==> src/design/ctf_div.sv <==
// Serial restoring divider for the interpolation quotient.
`timescale 1ns / 1ps
module ctf_div #(
  parameter int NB = 35,
  parameter int DB = 17
) (
  input  logic          clk,
  input  logic          rst_n,
  input  logic          start,
  input  logic [NB-1:0] num,
  input  logic [DB-1:0] den,
  output logic          done,
  output logic [NB-1:0] quo
);
  logic [NB-1:0] q_r;
  logic [DB:0]   rem_r;
  logic [DB-1:0] d_r;
  logic [$clog2(NB+1)-1:0] cnt_r;
  logic busy_r;
  logic [DB+1:0] trial;
  assign trial = {rem_r, q_r[NB-1]} - {2'b0, d_r};
  always_ff @(posedge clk) begin
    if (!rst_n) begin
      busy_r <= 1'b0; done <= 1'b0;
    end else begin
      done <= !start && busy_r && (cnt_r == 1);
      if (start) begin
        busy_r <= 1'b1; q_r <= num; d_r <= den; rem_r <= '0;
        cnt_r <= ($clog2(NB+1))'(NB);
      end else if (busy_r) begin
        if (!trial[DB+1]) begin
          rem_r <= trial[DB:0]; q_r <= {q_r[NB-2:0], 1'b1};
        end else begin
          rem_r <= {rem_r[DB-1:0], q_r[NB-1]}; q_r <= {q_r[NB-2:0], 1'b0};
        end
        cnt_r <= cnt_r - 1'b1;
        if (cnt_r == 1) busy_r <= 1'b0;
      end
    end
  end
  assign quo = q_r;
endmodule

==> config.mk <==
export PLATFORM = sky130hd
export DESIGN_NAME = ctf_div
export DESIGN_NICKNAME = d
export VERILOG_FILES = /design/src/design/ctf_div.sv
export SDC_FILE = /design/constraint.sdc
export NUM_CORES = 1
export LEC_CHECK = 0
export BUFFER_PORTS_ARGS = -buffer_cell sky130_fd_sc_hd__buf_4
export CAP_MARGIN = 15
export CORE_ASPECT_RATIO = 0.7
export CORE_MARGIN = 1
export CORE_UTILIZATION = 54
export DETAILED_ROUTE_END_ITERATION = 12
export HOLD_SLACK_MARGIN = 0.03
export PLACE_DENSITY = 0.8
export SYNTH_ARGS = -nofsm -noshare
export SYNTH_HDL_FRONTEND = slang
export SYNTH_SLANG_ARGS = --single-unit
==> constraint.sdc <==
create_clock -name clk -period 3.74 [get_ports clk]
set_input_delay 0.187 -clock clk [delete_from_list [all_inputs] [get_ports clk]]
set_output_delay 0.187 -clock clk [all_outputs]
set_load 0.01 [all_outputs]
Word level (Yosys, flattened, before mapping)
Cells that the tools add are included.

storage, ports and cells
  output and inout bits = 36
  bits in registers = 78
  logic and storage cells = 24
  input port bits = 55

operators by class
  equality and inequality tests = 1
  multiplexer cells = 9
  reductions and logical operators = 6
  $add $sub $neg = 2

operators by type and width
  operator                                             number
  two-way mux 35 bit                                   2
  two-way mux 18 bit                                   2
  subtractor 19 x 17 -> 19 bit                         1
  equality test 6 x 1 -> 1 bit, second input constant  1
  two-way mux 6 bit                                    1
  subtractor 6 x 1 -> 6 bit, second input constant     1
  two-way mux 1 bit                                    4
  AND reduction 2 bit                                  2
  logical AND 1 bit                                    2
  nonzero test 2 bit                                   1
  logical NOT 1 bit                                    1

Logic depth before layout (Yosys ltp)
Gate-level depths: netlist of the first run.

  word-level depth = 4
  depth in mapped cells = 13

Least setup slack after synthesis of the first run
Ideal clock, no wire load.

  kind = reg2reg
  from = register q_r[34] (netlist: quo[34])
  to = register rem_r[10], data pin
  library setup time = 0.266 ns
  cell stages (with the launch flop) = 14
  setup slack = 0.848 ns
  data arrival time = 2.626 ns
  clock period less this slack = 2.892 ns
  data required time = 3.474 ns
  path through = edfxtp_1 > inv_1 > ha_1 > inv_1 > fa_1 > a211oi_1 > o211ai_2 > a21oi_2 > a31oi_1 > o221ai_1 > buf_4 > buf_4 > mux2i_1 > nor2_1

on the way
  cells in the longest elaborated chain, start to end = 3

RTL lines
  what                          line  RTL
  from (decl)                   15    logic [NB-1:0] q_r;
  from (signal assigned)        32    rem_r <= trial[DB:0]; q_r <= {q_r[NB-2:0], 1'b1};
  from (signal assigned)        34    rem_r <= {rem_r[DB-1:0], q_r[NB-1]}; q_r <= {q_r[NB-2:0], 1'b0};
  subtractor 19 x 17 -> 19 bit  21    assign trial = {rem_r, q_r[NB-1]} - {2'b0, d_r};
  two-way mux 18 bit            31    if (!trial[DB+1]) begin
  two-way mux 18 bit            30    end else if (busy_r) begin
  to (signal assigned)          32
  to (signal assigned)          34
  to (decl)                     16    logic [DB:0] rem_r;

No other way between the ends. The select of a mux whose other input is x is not followed.
A chain may end at the register's enable or synchronous reset.

Worst setup path in the final report of the first run
  from = register q_r[34] (netlist: quo[34])
  to = register rem_r[14], data pin

Same word-level chain as after synthesis.

==> qor.yml, run 1 <==
drt:
  wl_per_cell_um: 16.2
  vias_per_cell: 5.51
  postRouteAntennaNets: 0
  drc: 0
  drt_iter0_drc: 140
  drt_first_pass_iters: 4
  routed-via-count: 2960
  wl_mm: 8.68
synth:
  ys.flop_type: "edfxtp_1"
  syn_nets: 396
  synthArstFlopShare_pct: 0
  synth.cell_area_mm2: 0.00411
  synth_area_leaders: "edfxtp_1, mux2_2, ha_1, mux2i_1, nor2_1"
  yosysSeqAreaShare_pct: 56.6
  synth.most_common_cell: "edfxtp_1"
  synth_edf_count: 76
  synthTopCellsByCount: "edfxtp_1, mux2_2, nor2_1, inv_1, ha_1"
  yosys_warnings: 0
  netlist.top_cell.by_area: "edfxtp_1"
  yosysTopAreaCellShare_pct: 55.6
  syn_inst: 321
  synth_seq_cells: 78
  yosysUniqueCellTypes: 53
  syn_area_per_cell_um2: 12.8
cts:
  cts_htree_levels: 3
  clk-insertion-delay-late_ns: 0.35
  clock-root-buffer: "clkbuf_8"
  cts_sinks: 78
  clockBufferDepth: 2
  cts_tree: "done"
  postCtsSetupBuffers: 0
  path_clk_slew_ns: 0.08
  numCtsBuffers: 9
job:
  cap_violations: 0
layout:
  synthToLayoutAreaGrowth_pct: 29.3
  multi_input_area_mm2: 0.00167
  final_layout_size_suffix_gt1_share_pct: 34.4
  final-seq-area_mm2: 0.00232
  num_antenna_cells: 0
  fin_nets: 509
  fillCellCount: 493
grt:
  grt_max_degree: 63
  first_global_vias: 2866
  met3_usage_pct: 9.52
  use_met2_pct: 38.5
  antenna_found_initial: 0
  grt_pass1_wl_mm: 13.8
  grt_overflow: 0
  grt.busiest_layer: "met2"
  grt_use_met1_pct: 28.3
  global_route.usage.total_pct: 23.2
place:
  hpwl_mm: 6.01
  numPortBuffers: 90
  dp_slack_ns: 0.637
  routabilityCongestion: 0.829
setup_path:
  r2r_slack_ns: 0.60
  ff2ff_path_depth: 12
  startpoint_type: "register"
  cp.arrival_ns: 3.22
  endpoint_kind: "register"
  worst_path_largest_cell_delay_ns: 0.43
  reg2reg_to: "rem_r[14]$_SDFFCE_PP0P_"
  timing.critical_path.from: "quo[34]$_DFFE_PP_"
  crit_required_ns: 3.81
  r2r-start: "quo[34]$_DFFE_PP_"
  path_class: "reg2reg"
  cp_slowest_cell: "fa_1"
  cp_common_cell: "inv_1"
  cp_max_fo: 19
  crit_path_cell_trace: "inv_1, ha_1, inv_1, fa_1, a211oi_1, o211ai_2, a21oi_2, a31oi_1, o221ai_2, buf_4, mux2i_1, nor2_1"
floorplanning:
  fp.dieW_um: 106
  dieArea_mm2: 0.00796
  die_y_um: 75.0
  core_area_mm2: 0.00732
  boundaryPins: 91
  rows: 26
  start_util_pct: 56.1
timing:
  slew_violations: 0
  rsz0062_at_grt: "no"
  fin_tns_setup_ns: 0
  hold_ws_ns: 0.0940
  fin_ws_ns: 0.596
  slew_headroom_pct: 37.7
  skew_ns: 0.00925
  setup-violations-final: 0
  finalCritPeriodShare_pct: 84.1
  max_freq_mhz: 318
  period_minus_slack_ns: 3.14
  finalHoldViolCount: 0
  worst_slew_pin_slew_ns: 0.934
run_status:
  status: "complete, no violations"
pwr:
  leakagePower_nw: 2.21
  vdd_drop_max_uv: 303
  power_density_mw_per_mm2: 454
  p_int_mw: 1.77
  finalPower_mw: 2.41
  p_seq_share_pct: 45.1
  power_frac_clock_pct: 31.7
  swShare_pct: 26.6
  p_sw_mw: 0.641
  pwr-share-comb_pct: 23.2
worst_hold_path:
  hp-start: "rst_n"
  hold_end: "done$_SDFF_PN0_"
  hold_class: "in2reg"
  hold_depth: 2
-- state kept, by name, indices dropped and copies added, names as in the netlist --
signal	count
rem_r	18
busy_r	1
d_r	17
cnt_r	6
quo	35
done	1
-- cell families after synthesis --
| family | count (synthesis) | share of synthesized area [%] |
|---|---|---|
| fa+ha+maj | 20 | 6.28 |
| compound gates | 57 | 9.32 |
| buf+inv | 31 | 3.02 |
| xor+xnor | 15 | 3.20 |
| flops | 78 | 56.6 |
| simple gates | 70 | 8.38 |
| mux | 50 | 13.3 |
-- layout by cell type (no fill, tap or decap), types with 3 or more instances in the layout --
| master | synthesis | layout |
|---|---|---|
| and3_1 | 4 | 4 |
| mux2i_1 | 15 | 15 |
| nor2_1 | 30 | 30 |
| nand4_1 | 3 | 3 |
| o21ai_0 | 8 | 8 |
| a21o_1 | 3 | 3 |
| dlygate4sd3_1 | 0 | 17 |
| clkbuf_8 | 0 | 9 |
| a31oi_1 | 5 | 5 |
| bufinv_16 | 0 | 3 |
| nand2_1 | 13 | 13 |
| edfxtp_1 | 76 | 76 |
| a21oi_1 | 15 | 15 |
| ha_1 | 19 | 19 |
| o21a_1 | 4 | 3 |
| xnor2_1 | 6 | 6 |
| inv_1 | 22 | 22 |
| nor2b_1 | 3 | 3 |
| xor2_1 | 9 | 9 |
| o21ai_1 | 3 | 3 |
| buf_4 | 2 | 94 |
| mux2_2 | 34 | 34 |
-- metrics by stage --
step	area, um2	util [%]	cells
6_report	5310	72.5	537
5_1_grt	5310	72.5	537
4_1_cts	5310	72.5	537
3_5_place_dp	4900	67.0	504
3_3_place_gp	4900	67.0	504
2_1_floorplan	4110	-	321
-- final cells by class --
| type | instances | share of cell area [%] |
|---|---|---|
| clock buffer | 11 | 2.47 |
| timing repair buffer | 111 | 16.5 |
| multi-input combinational | 212 | 31.4 |
| inverter | 22 | 1.56 |
| clock inverter | 5 | 2.00 |
| tap | 98 | 2.31 |
| sequential | 78 | 43.7 |
-- power by group through the flow --
stage	Sequential, mW	Combinational [mW]	Clock, mW
detailed placement	1.10	0.541	0
finish	1.09	0.559	0.764
global route	1.09	0.612	0.806
global placement	1.10	0.518	0
CTS	1.09	0.558	0.778
floorplan	1.11	0.368	0
-- worst max-delay path: cells and delay by family (launching register included) --
kind / cells / cell delay [ns]
AND/OR/NAND/NOR: 1 / 0.06
AO/OA/AOI/OAI: 5 / 1.11
buffers and inverters: 3 / 0.46
flip-flops: 1 / 0.41
adder cells (fa/ha/maj): 2 / 0.59
multiplexers: 1 / 0.24
-- how the worst max path moves through the flow --
stage                               to  slack [ns]
2_1_floorplan  rem_r[10]$_SDFFCE_PP0P_        0.85
3_3_place_gp   rem_r[13]$_SDFFCE_PP0P_        0.78
3_5_place_dp   rem_r[15]$_SDFFCE_PP0P_        0.64
4_1_cts        rem_r[14]$_SDFFCE_PP0P_        0.61
5_1_grt         rem_r[7]$_SDFFCE_PP0P_        0.38
6_report       rem_r[14]$_SDFFCE_PP0P_        0.60
-- layer usage --
metal	share of wire, %	up-vias
met4	1.3	0
met2	47	132
met3	9.2	12
met5	0	-
met1	43	1389
li1	-	1427
-- repair_timing --
action                                 CTS  global route
endpoints found under the hold margin   17             0
hold buffers                            17             0
resized for setup                        0             0
(Power assumes the default switching activity.)
==> run 2, diff against run 1 <==
Clock period 3.74 ns to 2.9 ns, I/O delays scaled along.
==> qor.yml, run 2 (synthesized netlist as in run 1, its figures left out) <==
setup_path:
  cp_slowest_cell: "edfxtp_1"
  path_class: "reg2reg"
  crit_path_cell_trace: "inv_1, ha_2, inv_2, fa_2, a211oi_4, o211ai_2, a21oi_4, and3_4, o221ai_2, buf_6, clkbuf_16, a211o_1, a21oi_1"
  crit_buf_inv: 4
  worst_path_largest_cell_delay_ns: 0.39
  crit_family: "compound AO/OA/AOI/OAI gates"
  startpoint_type: "register"
  cp.arrival_ns: 3.11
  endpoint_kind: "register"
  crit_required_ns: 3.12
  cp_max_fo: 5
cts:
  clk-insertion-delay-late_ns: 0.36
  path_clk_slew_ns: 0.09
  cts_sinks: 78
  cts_htree_levels: 3
  clockBufferDepth: 2
  cts_tree: "done"
  clock-root-buffer: "clkbuf_8"
  numCtsBuffers: 9
grt:
  grt_pass1_wl_mm: 14.4
  antenna_found_initial: 0
  grt_overflow: 0
  global_route.usage.total_pct: 24.3
  grt_max_degree: 48
  first_global_vias: 2999
job:
  cap_violations: 0
timing:
  rsz0062_at_grt: "yes"
  worst_slew_pin_slew_ns: 0.889
  slew_violations: 0
  setup-violations-final: 0
  finalHoldViolCount: 0
  fin_ws_ns: 0.00896
  finalCritPeriodShare_pct: 99.7
  period_minus_slack_ns: 2.89
  skew_ns: 0.0137
  max_freq_mhz: 346
  slew_headroom_pct: 40.7
layout:
  final_layout_size_suffix_gt1_share_pct: 38.2
  largest_reg_flops: 35
  fillCellCount: 479
  fin_nets: 523
  final_cells: 551
  mostFrequentLayoutCells: "buf_4, edfxtp_1, mux2_2, nor2_1, inv_1"
  final_common_cell: "buf_4"
  fin_util_pct: 74.8
  synthToLayoutAreaGrowth_pct: 33.3
  num_antenna_cells: 0
drt:
  postRouteAntennaNets: 0
  drc: 0
  vias_per_cell: 5.45
  drt_iter0_drc: 163
  drt_first_pass_iters: 5
  routed-via-count: 3004
  wl_mm: 9.15
  wl_per_cell_um: 16.6
floorplanning:
  die_y_um: 75.0
  rows: 26
  start_util_pct: 56.1
  boundaryPins: 91
  dieArea_mm2: 0.00796
  fp.dieW_um: 106
  core_area_mm2: 0.00732
place:
  routabilityCongestion: 0.833
  dp_slack_ns: -0.176
  dpl.cell_count: 509
  numPortBuffers: 90
  hpwl_mm: 6.13
pwr:
  leakagePower_nw: 2.27
  power_density_mw_per_mm2: 559
  vdd_drop_max_uv: 392
run_status:
  status: "complete, no violations"
worst_hold_path:
  hold_class: "in2reg"
## run 2: changes by cell type in the layout (fill, tap and decap cells not counted), moves of 2 or more
cell,before,now
buf_4,94,103
buf_6,0,2
bufinv_16,3,1
ha_1,19,15
ha_2,0,3
## run 2: worst register-to-register path, delay by kind of cell, from the launching register on
family	cells	cell delay, ns
AO/OA/AOI/OAI	6	1.15
adder cells (fa/ha/maj)	2	0.56
buffers and inverters	4	0.43
flip-flops	1	0.39
AND/OR/NAND/NOR	1	0.23
## run 2: layout make-up
| cell class | instances | area [um2] | share of cell area, % |
|---|---|---|---|
| Multi-Input combinational cell | 212 | 1730 | 31.7 |
| Inverter | 22 | 82.6 | 1.51 |
| Tap cell | 98 | 123 | 2.24 |
| Sequential cell | 78 | 2320 | 42.4 |
| Timing Repair Buffer | 125 | 1020 | 18.7 |
| Clock inverter | 5 | 58.8 | 1.07 |
| Clock buffer | 11 | 131 | 2.40 |
## run 2: repair_timing
item	4_1_cts	5_1_grt
hold endpoints to repair	18	0
endpoints found under the setup margin	15	18
cloned	0	1
gates resized for setup	1	14
buffers inserted	3	4
hold buffers	18	0
pin swaps	1	13
## run 2: per-stage QoR
step	hold WS [ns]	power, mW	area, um2	TNS [ns]
after floorplan	0.244	1.90	4110	0
after global placement	0.324	2.11	4950	-0.147
after detailed placement	0.324	2.14	4950	-1.27
after CTS	0.0565	2.99	5350	0
after global routing	0.0554	3.20	5470	-1.35
final	0.0757	3.06	5470	0
## run 2: per-layer routing
metal | global-route usage [%] | wire length (um) | vias up
li1 | - | - | 1452
met1 | 29.9 | 3940 | 1433
met2 | 39.5 | 4340 | 107
met3 | 10.3 | 749 | 12
met4 | 7.87 | 109 | 0
met5 | 0 | 0 | -
## run 2: path summary, 6_finish.rpt
check / end / cells after the start / startpoint / slack (ns)
max: rem_r[3]$_SDFFCE_PP0P_ / 13 / quo[34]$_DFFE_PP_ / 0.009
min: quo[6]$_DFFE_PP_ / 2 / num[6] / 0.08
max reg2reg: rem_r[3]$_SDFFCE_PP0P_ / 13 / quo[34]$_DFFE_PP_ / 0.009
min reg2reg: done$_SDFF_PN0_ / 1 / busy_r$_SDFF_PN0_ / 0.50
## run 2: power by group
group	total (mW)	switching, mW	leakage, nW	internal [mW]
Sequential	1.40	0.0515	0.741	1.35
Combinational	0.840	0.404	1.44	0.437
Clock	0.814	0.414	0.0916	0.400
