File: src/design/ctf_pkg.sv
// Package for the color transfer function table: types, constants, helpers.
`timescale 1ns / 1ps
package ctf_pkg;
  localparam int MAX_POINTS_DEF = 64;
  localparam int FRAC_BITS_DEF  = 16;
  localparam int PW = 17;
  localparam int CW = 18;
  localparam int IW = 6;
  localparam int NW = 7;

  typedef enum logic [2:0] {
    K_LOOKUP  = 3'd0,
    K_INS_COL = 3'd1,
    K_INS_INT = 3'd2,
    K_DELETE  = 3'd3,
    K_MOVE    = 3'd4,
    K_SET_COL = 3'd5,
    K_READ    = 3'd6,
    K_COMPACT = 3'd7
  } kind_t;

  typedef enum logic [2:0] {
    S_IDLE, S_SCAN, S_DIV, S_SHIFT, S_COMPACT, S_OUT
  } state_t;

  typedef struct packed {
    logic [PW-1:0] pos;
    logic [PW-1:0] r;
    logic [PW-1:0] g;
    logic [PW-1:0] b;
  } point_t;

  // Shift commands broadcast to every cell.
  typedef enum logic [1:0] {
    SH_NONE, SH_INSERT, SH_REMOVE
  } shift_t;

  typedef struct packed {
    shift_t       op;
    logic [IW+4:0] at;
    point_t       pt;
    logic         wr;
    logic [IW+4:0] wr_idx;
    logic         wr_pos_only;
  } cell_cmd_t;

  function automatic logic [PW-1:0] sat_color(input logic [CW-1:0] v, input int one);
    if (v[CW-1]) return '0;
    if ({1'b0, v} > CW'(one)) return PW'(one);
    return v[PW-1:0];
  endfunction
endpackage

File: src/design/ctf_cell.sv
// One table cell: holds a control point and shifts with its neighbors.
`timescale 1ns / 1ps
module ctf_cell #(
  parameter int AW = 11,
  parameter int MY_IDX = 0,
  parameter ctf_pkg::point_t RST_PT = '0
) (
  input  logic                 clk,
  input  logic                 rst_n,
  input  ctf_pkg::cell_cmd_t   cmd,
  input  ctf_pkg::point_t      left_pt,
  input  ctf_pkg::point_t      right_pt,
  output ctf_pkg::point_t      pt
);
  import ctf_pkg::*;
  point_t pt_r, pt_nxt;
  logic [AW-1:0] me;
  assign me = AW'(MY_IDX);
  always_comb begin
    pt_nxt = pt_r;
    case (cmd.op)
      SH_INSERT: begin
        if (me == cmd.at[AW-1:0]) pt_nxt = cmd.pt;
        else if (me > cmd.at[AW-1:0]) pt_nxt = left_pt;
      end
      SH_REMOVE: if (me >= cmd.at[AW-1:0]) pt_nxt = right_pt;
      default: ;
    endcase
    if (cmd.wr && me == cmd.wr_idx[AW-1:0]) begin
      pt_nxt.pos = cmd.pt.pos;
      if (!cmd.wr_pos_only) begin
        pt_nxt.r = cmd.pt.r; pt_nxt.g = cmd.pt.g; pt_nxt.b = cmd.pt.b;
      end
    end
  end
  always_ff @(posedge clk) begin
    if (!rst_n) pt_r <= RST_PT;
    else pt_r <= pt_nxt;
  end
  assign pt = pt_r;
endmodule

File: config.mk
export PLATFORM = sky130hd
export DESIGN_NAME = ctf_cell
export DESIGN_NICKNAME = d
export VERILOG_FILES = /design/src/design/ctf_pkg.sv /design/src/design/ctf_cell.sv
export SDC_FILE = /design/constraint.sdc
export NUM_CORES = 1
export LEC_CHECK = 0
export BUFFER_PORTS_ARGS = -buffer_cell sky130_fd_sc_hd__buf_2
export CAP_MARGIN = 10
export CORE_AREA = 2 2 115 117
export CTS_CLUSTER_SIZE = 24
export DETAILED_ROUTE_END_ITERATION = 12
export DIE_AREA = 0 0 117 119
export PLACE_DENSITY_LB_ADDON = 0.3
export RECOVER_POWER = 50
export SYNTH_ARGS = -nofsm -noshare
export SYNTH_HDL_FRONTEND = slang
export SYNTH_SLANG_ARGS = --single-unit
export TNS_END_PERCENT = 20
File: constraint.sdc
create_clock -name clk -period 4.8 [get_ports clk]
set_clock_uncertainty 0.05 [all_clocks]
set_input_delay 1.2 -clock clk [delete_from_list [all_inputs] [get_ports clk]]
set_output_delay 1.2 -clock clk [all_outputs]
set_load 0.005 [all_outputs]
Word level (Yosys, flattened, before mapping)
Index checks and enable logic that the tools add are counted. Widths: inputs -> output; s select.

Mux-type cells: 6. Equality and inequality tests: 4. Magnitude comparators: 2. Reduce and logical (&&, ||, !) cells: 5.

Operators by type and width (count): $mux 68 (4); $pmux 68 s2 (1); $mux 51 (1); $logic_not 11->1 (2); $ge 1x11->1 const A (1); $gt 1x11->1 const A (1); $ne 4x4->1 const B (1); $ne 3x3->1 const B (1); $reduce_and 3->1 (1); $reduce_bool 3->1 (1); $eq 2x1->1 const B (1); $eq 2x2->1 const B (1); $logic_and 1x1->1 (1).

Word-level logic and storage cells: 21. Input bits: 232. Register bits after elaboration: 68. Output and inout bits: 68.

Logic depth before layout (Yosys ltp)
Gate-level depths: netlist of run 1.

Depth in word-level cells: 6. Depth in mapped cells: 9. Depth with buffers taken out: 6.

Least setup slack after synthesis of run 1
OpenSTA, ideal clock, no wires.

Kind: input -> register. From: in cmd[85] in the netlist's numbering. To: reg pt_r, in the netlist pt[0]. Path slack: 1.938 ns. Library setup time: 0.136 ns. Stages on the path: 6. Data required time: 4.614 ns. Arrival: 2.676 ns. Path through: or4_4 > or4_1 > buf_6 > buf_8 > nand3_2 > a31oi_1.

Longest elaborated chain between the ends: 6. Elaborated cells on any way between the ends: 9. Those cells by class: 2 x order compare; 6 x mux; 1 x reduce/logical.

Ends and longest elaborated chain: from (decl) (line ctf_cell.sv:10) `input ctf_pkg::cell_cmd_t cmd,`; $gt 1x11->1 (line ctf_cell.sv:24) `else if (me > cmd.at[AW-1:0]) pt_nxt = left_pt;`; $mux 68 (line ctf_cell.sv:24); $mux 68 (line ctf_cell.sv:23) `if (me == cmd.at[AW-1:0]) pt_nxt = cmd.pt;`; $pmux 68 s2 * (line ctf_cell.sv:21) `case (cmd.op)`; $mux 51 (line ctf_cell.sv:31) `if (!cmd.wr_pos_only) begin`; $mux 68 * (line ctf_cell.sv:29) `if (cmd.wr && me == cmd.wr_idx[AW-1:0]) begin`; to (signal assigned) (line ctf_cell.sv:38) `else pt_r <= pt_nxt;`; to (decl) (line ctf_cell.sv:16) `point_t pt_r, pt_nxt;`.

Mark *: on every way between the ends. The rest lies on a longest branch, timed or not. The select of a mux whose other input is x is not followed. A chain may end at the register's enable or synchronous reset.

Worst setup path in the final report of run 1
From: in cmd[85] in the netlist's numbering. To: reg pt_r, in the netlist pt[22].

Same word-level chain as after synthesis.

==> results of run 1 <==
==> worst paths after layout <==
kind                               to  slack (ns)
hold reg to reg     pt[16]$_SDFF_PN0_        0.43
hold / removal      pt[16]$_SDFF_PN0_        0.43
setup reg to reg  pt[62]$_SDFFE_PN0P_        4.00
setup / recovery    pt[22]$_SDFF_PN0_        1.39
==> area by class of cell <==
class | instances | share of cell area [%]
well taps | 176 | 4.04
clock buffers | 15 | 5.10
clock inverters | 1 | 0.0919
flip-flops and latches | 68 | 25.0
multi-input cells | 355 | 44.0
repair buffers | 240 | 21.6
inverters | 2 | 0.138
==> cells by family (layout without fill, tap and decap cells) <==
logic type / after synthesis / after routing / synth area share (%)
simple gates: 132 / 132 / 21.2
mux: 17 / 17 / 4.19
buf+inv: 60 / 258 / 8.09
compound gates: 204 / 204 / 32.4
fa+ha+maj: 2 / 2 / 0.615
flops: 68 / 68 / 33.5
==> critical path, cell delays in order <==
cell and delay (ns):
buf_2 0.10, or4_4 0.57, or4_2 0.93, buf_4 0.44
nand3_2 0.15, a31oi_1 0.09
==> layout by cell type, fill, tap and decap left out <==
cell	n
o21ai_0	68
clkinv_2	1
clkbuf_16	9
nand4b_1	1
ha_2	2
buf_4	9
clkbuf_8	3
or4_4	2
or3_1	1
a21oi_1	17
nor4_4	1
nor2_1	18
or4_2	1
clkbuf_1	39
or3_2	1
nand3_1	2
nor4_1	2
a22oi_1	17
inv_1	2
nor4b_1	1
buf_2	195
nor4_2	1
mux2i_1	17
nand3_2	50
a22o_1	51
dfxtp_1	68
a31oi_1	51
nand2_1	51
==> stage by stage <==
stage / area, um^2 / cells / hold WS [ns] / total power, W / setup slack, ns
final: 5450 / 857 / 0.434 / 0.00139 / 1.39
after global routing: 5450 / 857 / 0.446 / 0.00145 / 1.18
after CTS: 5490 / 857 / 0.431 / 0.00141 / 1.39
after detailed placement: 5210 / 841 / 0.417 / 0.000769 / 1.03
after global placement: 5210 / 841 / 0.418 / 0.000766 / 1.06
after floorplan: 4070 / 483 / 0.413 / 0.000676 / 1.94
==> per-layer routing <==
layer	vias up	share of wire (%)
met5	-	0.098
met4	2	1.7
met3	18	8.3
met2	229	48
met1	2132	42
li1	2195	-
==> power by group <==
group / leakage (nW) / total (W) / switching [W] / internal (W)
Sequential: 0.547 / 0.000565 / 0.000000104 / 0.000565
Combinational: 1.43 / 0.000192 / 0.000104 / 0.0000886
Clock: 0.140 / 0.000635 / 0.000243 / 0.000392
==> run metrics, run 1 <==
PwrDens=approximately 260 nW/um^2; worst hold start=pt[16]$_SDFF_PN0_; wire length per cell=15.5 um; GRT overflow=0; via/cell ratio=approximately 5.3; Worst-Margin Slew=~1.1 ns; Final min period=between 3 and 4 ns; register area share after synthesis=~33%; vias in the first global route=~4,200; post-DP HPWL=slightly below 9 mm; Ports=300; Num CTS Buffers=9; CP endpoint kind=flop; largest area contributor in the netlist=dfxtp_1; Syn. warnings=0; Die X=roughly 120 um; top-area cell type share of the netlist area=between 30% and 40%; area grow syn2layout=34.0%; CP startpoint=cmd[85]; Buffers on Ports=between 200 and 250; final setup fails=0; WP data required=about 4.9 ns; CTS tree=yes; # diodes=0; Max-Cap Viols=0; Crit Path Max Fanout=39; H-tree Lvls=3; clock tree root buffer cell=clkbuf_16; Initial DRC Count=238; Worst Setup Path Type=primary input to flop; # Post-CTS Setup Buffers=0; worst vdd ir=0.000184 V; P_leak=about 2.1 nW; top area cells in the synthesized netlist=dfxtp_1, nand3_2, a22o_1; flops & latches, synth=68; Final Core Density=around 42%; Synth Flop Type=dfxtp_1; first-pass GRT wire length=slightly above 20 mm; R2R depth=2; RSZ-0062 raised after global routing=false; f_max=0.294 GHz; Critical Path Source Type=primary input; Register Area=approximately 1400 um^2; row count=42; Max clock buf depth=2; max FFs per register=68; worst min path class=flop to flop; syn_nets=717; Post-synth EDFFs=0; Tot GR Track Use=18.4%; via count=4,576; Final ANT Viol Nets=0; r2r startpoint=pt[62]$_SDFFE_PN0P_; final hold vios=0; clk_lat worst skew=about 0.33 ns; Die ar.=13,900 um^2; share of layout cells above drive strength 1=40.4%; Worst Hold Depth=2; final net count=910; largest net degree at the start of global routing=just over 100; Synth Instances=483; Routed WL=about 13 mm; Unique masters post-synth=25; die height=between 100 and 150 um; initial antenna violation count=1; status=completed; setup TNS=0 ns; relative slew slack=between 20 and 30%; clk slew on worst S/H paths=about 0.060 ns; asr flop ratio synth=0%; busiest grt layer=met2; DRC errors left=0; clock sink count=68; max-slew violation count=0; Post-Syn Area per Cell=8.42 um^2; CTS Hold Bufs=0; Mapped Area=roughly 4100 um^2; area occupied by multi-input gates=roughly 2400 um^2; CTS resizes=0; WP data arrival=roughly 3.5 ns; Final period util=between 70% and 80%; fill count=1,307; met3 Track Usage GR=about 4.5%; met1 usage=~22%; Starting Density=approximately a third; Final Wtd Congestion=slightly below 0.8; Initial DRT Pass Iterations=5; CORE AREA=about 13,000 um^2; top cells by count, synth=dfxtp_1, o21ai_0, a22o_1, a31oi_1, nand2_1; M2 GR Usage=a little under a third
(Power assumes the default switching activity.)
==> run 2: changes to the inputs <==
- ABC_AREA: unset -> 1
- clock period: 4.8 -> 3.48 ns (I/O delays scaled with it)
==> run 2 against run 1 <==
- clock power grew 47%
- die area is the same
- cell count grew 32%
- sequential power grew 38%
- non-clock buffer count grew 1
- routed wire length grew 3.1%
- hold slack gained 0.057 ns
- power grew 42%
- register-to-register slack lost 1.3 ns
- critical endpoint is now pt[45]$_SDFF_PN0_
- highest routed layer is now met4
==> run metrics, run 2 <==
most used cell, CP=nor2_1; Final ANT Viol Nets=0 (unchanged); relative slew slack=45.1% (was 25.4%); largest net degree at the start of global routing=89 (was 103); total power draw=0.00197 W (was 0.00139 W); worst reg2reg setup slack=2.72 ns (was 4.00 ns); clock sink count=68 (unchanged); most frequent cells in the layout=nand2_1, nor2_1, buf_2 (was buf_2, o21ai_0, dfxtp_1); WP data arrival=2.49 ns (was 3.52 ns); Initial DRC Count=277 (was 238); die height=119 um (unchanged); Final Wtd Congestion=0.792 (was 0.776); Final period util=between 60% and 70%; CP startpoint=cmd[6] (was cmd[85]); P_leak=3.04 nW (was 2.12 nW); Num CTS Buffers=9 (unchanged); worst hold start=pt[32]$_SDFF_PN0_ (was pt[16]$_SDFF_PN0_); via count=5,127 (was 4,576); Mapped Area=4360 um^2 (was 4070 um^2); Routed WL=13.7 mm (was 13.3 mm); Unique masters post-synth=21 (was 25); worst min path class=flop to flop (unchanged); clk slew on worst S/H paths=0.05 ns (was 0.06 ns); f_max=between 0.4 and 0.5 GHz; crit-path leading delay family=simple AND/OR/NAND/NOR gates (unchanged); CTS Hold Bufs=0 (unchanged); Syn. warnings=0 (unchanged); wire length per cell=12.2 um (was 15.5 um); max FFs per register=68 (unchanged); Comb pwr share=13.1% (was 13.8%); Worst-Margin Slew=0.823 ns (was 1.12 ns); area grow syn2layout=34.0% (about the same); largest area contributor in the netlist=dfxtp_1 (unchanged); most common cell in the synthesized netlist=nand2_1; Max clock buf depth=2 (unchanged); r2r endpoint=pt[67]$_SDFFE_PN0P_ (was pt[62]$_SDFFE_PN0P_); Buffers on Ports=231 (unchanged); clock network fraction of total power=47.4% (was 45.6%); CTS tree=yes (unchanged); share of layout cells above drive strength 1=22.7% (was 40.4%); Worst Hold Depth=4 (was 2); # diodes=0 (unchanged); top area cells in the synthesized netlist=dfxtp_1, nand2_1, nor2_1 (was dfxtp_1, nand3_2, a22o_1); Internal=0.00149 W (was 0.00105 W); clk_lat worst skew=0.33 ns (about the same); Starting Density=33.8% (was 31.6%); worst vdd ir=0.000154 V (was 0.000184 V); commonest non-fill, non-tap cell in the layout=nand2_1 (was buf_2); Die X=117 um (unchanged); final hold vios=0 (unchanged); post-DP HPWL=9.00 mm (was 8.83 mm); Seq pwr share=39.5% (was 40.6%); Initial DRT Pass Iterations=4 (was 5); Synth Flop Type=dfxtp_1 (unchanged); hold endpoint=pt[32]$_SDFF_PN0_ (was pt[16]$_SDFF_PN0_); Ports=300 (unchanged); Tot GR Track Use=19.7% (was 18.4%); first-pass GRT wire length=22.0 mm (was 20.4 mm); fin cells=1,127 (was 857); r2r startpoint=pt[67]$_SDFFE_PN0P_ (was pt[62]$_SDFFE_PN0P_); Sw Ratio=24.4% (was 24.9%); initial antenna violation count=0 (was 1); via/cell ratio=4.55 (was 5.34); Worst Setup Path Type=primary input to flop (unchanged); max-slew violation count=0 (unchanged); Max-Cap Viols=0 (unchanged); DRC errors left=0 (unchanged); Critical path buffers and inverters=2 (unchanged); row count=42 (unchanged); Critical Path Source Type=primary input (unchanged); CORE AREA=12,900 um^2 (unchanged); Synth Instances=745 (was 483); RSZ-0062 raised after global routing=false (unchanged); design area=5840 um^2 (was 5450 um^2); top cells by count, synth=nand2_1, nor2_1, inv_1, dfxtp_1 (was dfxtp_1, o21ai_0, a22o_1, a31oi_1, nand2_1); WP data required=3.65 ns (was 4.92 ns); setup TNS=0 ns (unchanged); dpl cells=1,111 (was 841); Final Core Density=45.3% (was 42.3%); crit-path cells=buf_2 -> nor2_1 -> nand2_1 -> nor2_1 -> nand2_1 -> or2_2 -> buf_4 -> o21ai_0 -> nor2_1 (was buf_2 -> or4_4 -> or4_2 -> buf_4 -> nand3_2 -> a31oi_1); Crit Path Max Fanout=88 (was 39); Max stage delay cell, worst path=or2_2 (was or4_2); vias in the first global route=4,702 (was 4,238); final net count=1,180 (was 910); Worst path max stage delay=0.41 ns (was 0.93 ns); PwrDens=338 nW/um^2 (was 256 nW/um^2); syn_nets=979 (was 717); Post-Syn Area per Cell=5.85 um^2 (was 8.42 um^2); clock tree root buffer cell=clkbuf_16 (unchanged); Post-synth EDFFs=0 (unchanged); switching power=0.000482 W (was 0.000347 W); Final min period=around 2.3 ns; GRT overflow=0 (unchanged); register area share after synthesis=31.2% (was 33.5%); status=completed (unchanged); CP endpoint kind=flop (unchanged); asr flop ratio synth=0% (unchanged); Die ar.=13,900 um^2 (unchanged); R2R depth=4 (was 2); final setup fails=0 (unchanged); placed standard-cell area=5590 um^2 (was 5210 um^2); H-tree Lvls=3 (unchanged); # Post-CTS Setup Buffers=0 (unchanged); top-area cell type share of the netlist area=31.2% (was 33.5%); flops & latches, synth=68 (unchanged); CTS resizes=0 (unchanged)
## run 2: cell types whose count changed in the layout (fill, tap and decap cells not counted), moves of 7 or more
cell      change
a21oi_1      -17
a22oi_1      -17
a31oi_1      -51
buf_2        -12
clkbuf_1      +8
inv_1        +76
mux2i_1      -17
nand2_1     +152
nand3_1      +27
nand3_2      -49
nand4_1       +7
nor2_1      +177
o21ai_0      -17
## run 2: worst max path at each step
stage                        endpoint  slack [ns]  cells after the start
floorplan            pt[0]$_SDFF_PN0_        1.21                     10
global placement    pt[12]$_SDFF_PN0_        0.83                      9
detailed placement  pt[44]$_SDFF_PN0_        0.81                      9
CTS                 pt[44]$_SDFF_PN0_        1.15                      9
global route        pt[25]$_SDFF_PN0_        0.93                      9
finish              pt[45]$_SDFF_PN0_        1.16                      9
## run 2: cells by family (layout without fill, tap and decap cells)
| family | count (synthesis) | in the layout | share of synthesized area [%] |
|---|---|---|---|
| compound gates | 103 | 103 | 16.3 |
| fa+ha+maj | 2 | 2 | 0.574 |
| buf+inv | 132 | 338 | 12.2 |
| flops | 68 | 68 | 31.2 |
| simple gates | 440 | 440 | 39.7 |
## run 2: layout make-up
cell class	count	area, um^2
Clock buffer	12	256
Sequential cell	68	1360
Fill cell	1426	7040
Multi-Input combinational cell	545	2480
Clock inverter	4	47.5
Tap cell	176	220
Inverter	81	304
Timing Repair Buffer	241	1170
## run 2: metal layers
metal	global-route usage, %	up-vias	wire length (um)
li1	-	2719	-
met1	23.9	2208	6160
met2	33.2	183	6210
met3	4.99	17	1080
met4	7.21	0	261
met5	0	-	0
## run 2: per-stage QoR
| step | setup WS [ns] | hold WS, ns |
|---|---|---|
| 6_report | 1.16 | 0.491 |
| 3_5_place_dp | 0.810 | 0.479 |
| 4_1_cts | 1.15 | 0.490 |
| 2_1_floorplan | 1.21 | 0.486 |
| 3_3_place_gp | 0.832 | 0.479 |
| 5_1_grt | 0.925 | 0.511 |
## run 2: worst min-delay path, cell delays in order, from the launching register on
cell and delay [ns]:
dfxtp_1 0.30, inv_1 0.05, nor2_1 0.04, nor2_1 0.07, nor2_1 0.04
## run 2: power groups by stage
stage | combinational, W | clock (W) | sequential, W
floorplan | 0.000125 | 0 | 0.000796
global placement | 0.000257 | 0 | 0.000796
detailed placement | 0.000259 | 0 | 0.000796
CTS | 0.000260 | 0.000959 | 0.000779
global route | 0.000291 | 0.000990 | 0.000778
finish | 0.000257 | 0.000934 | 0.000779
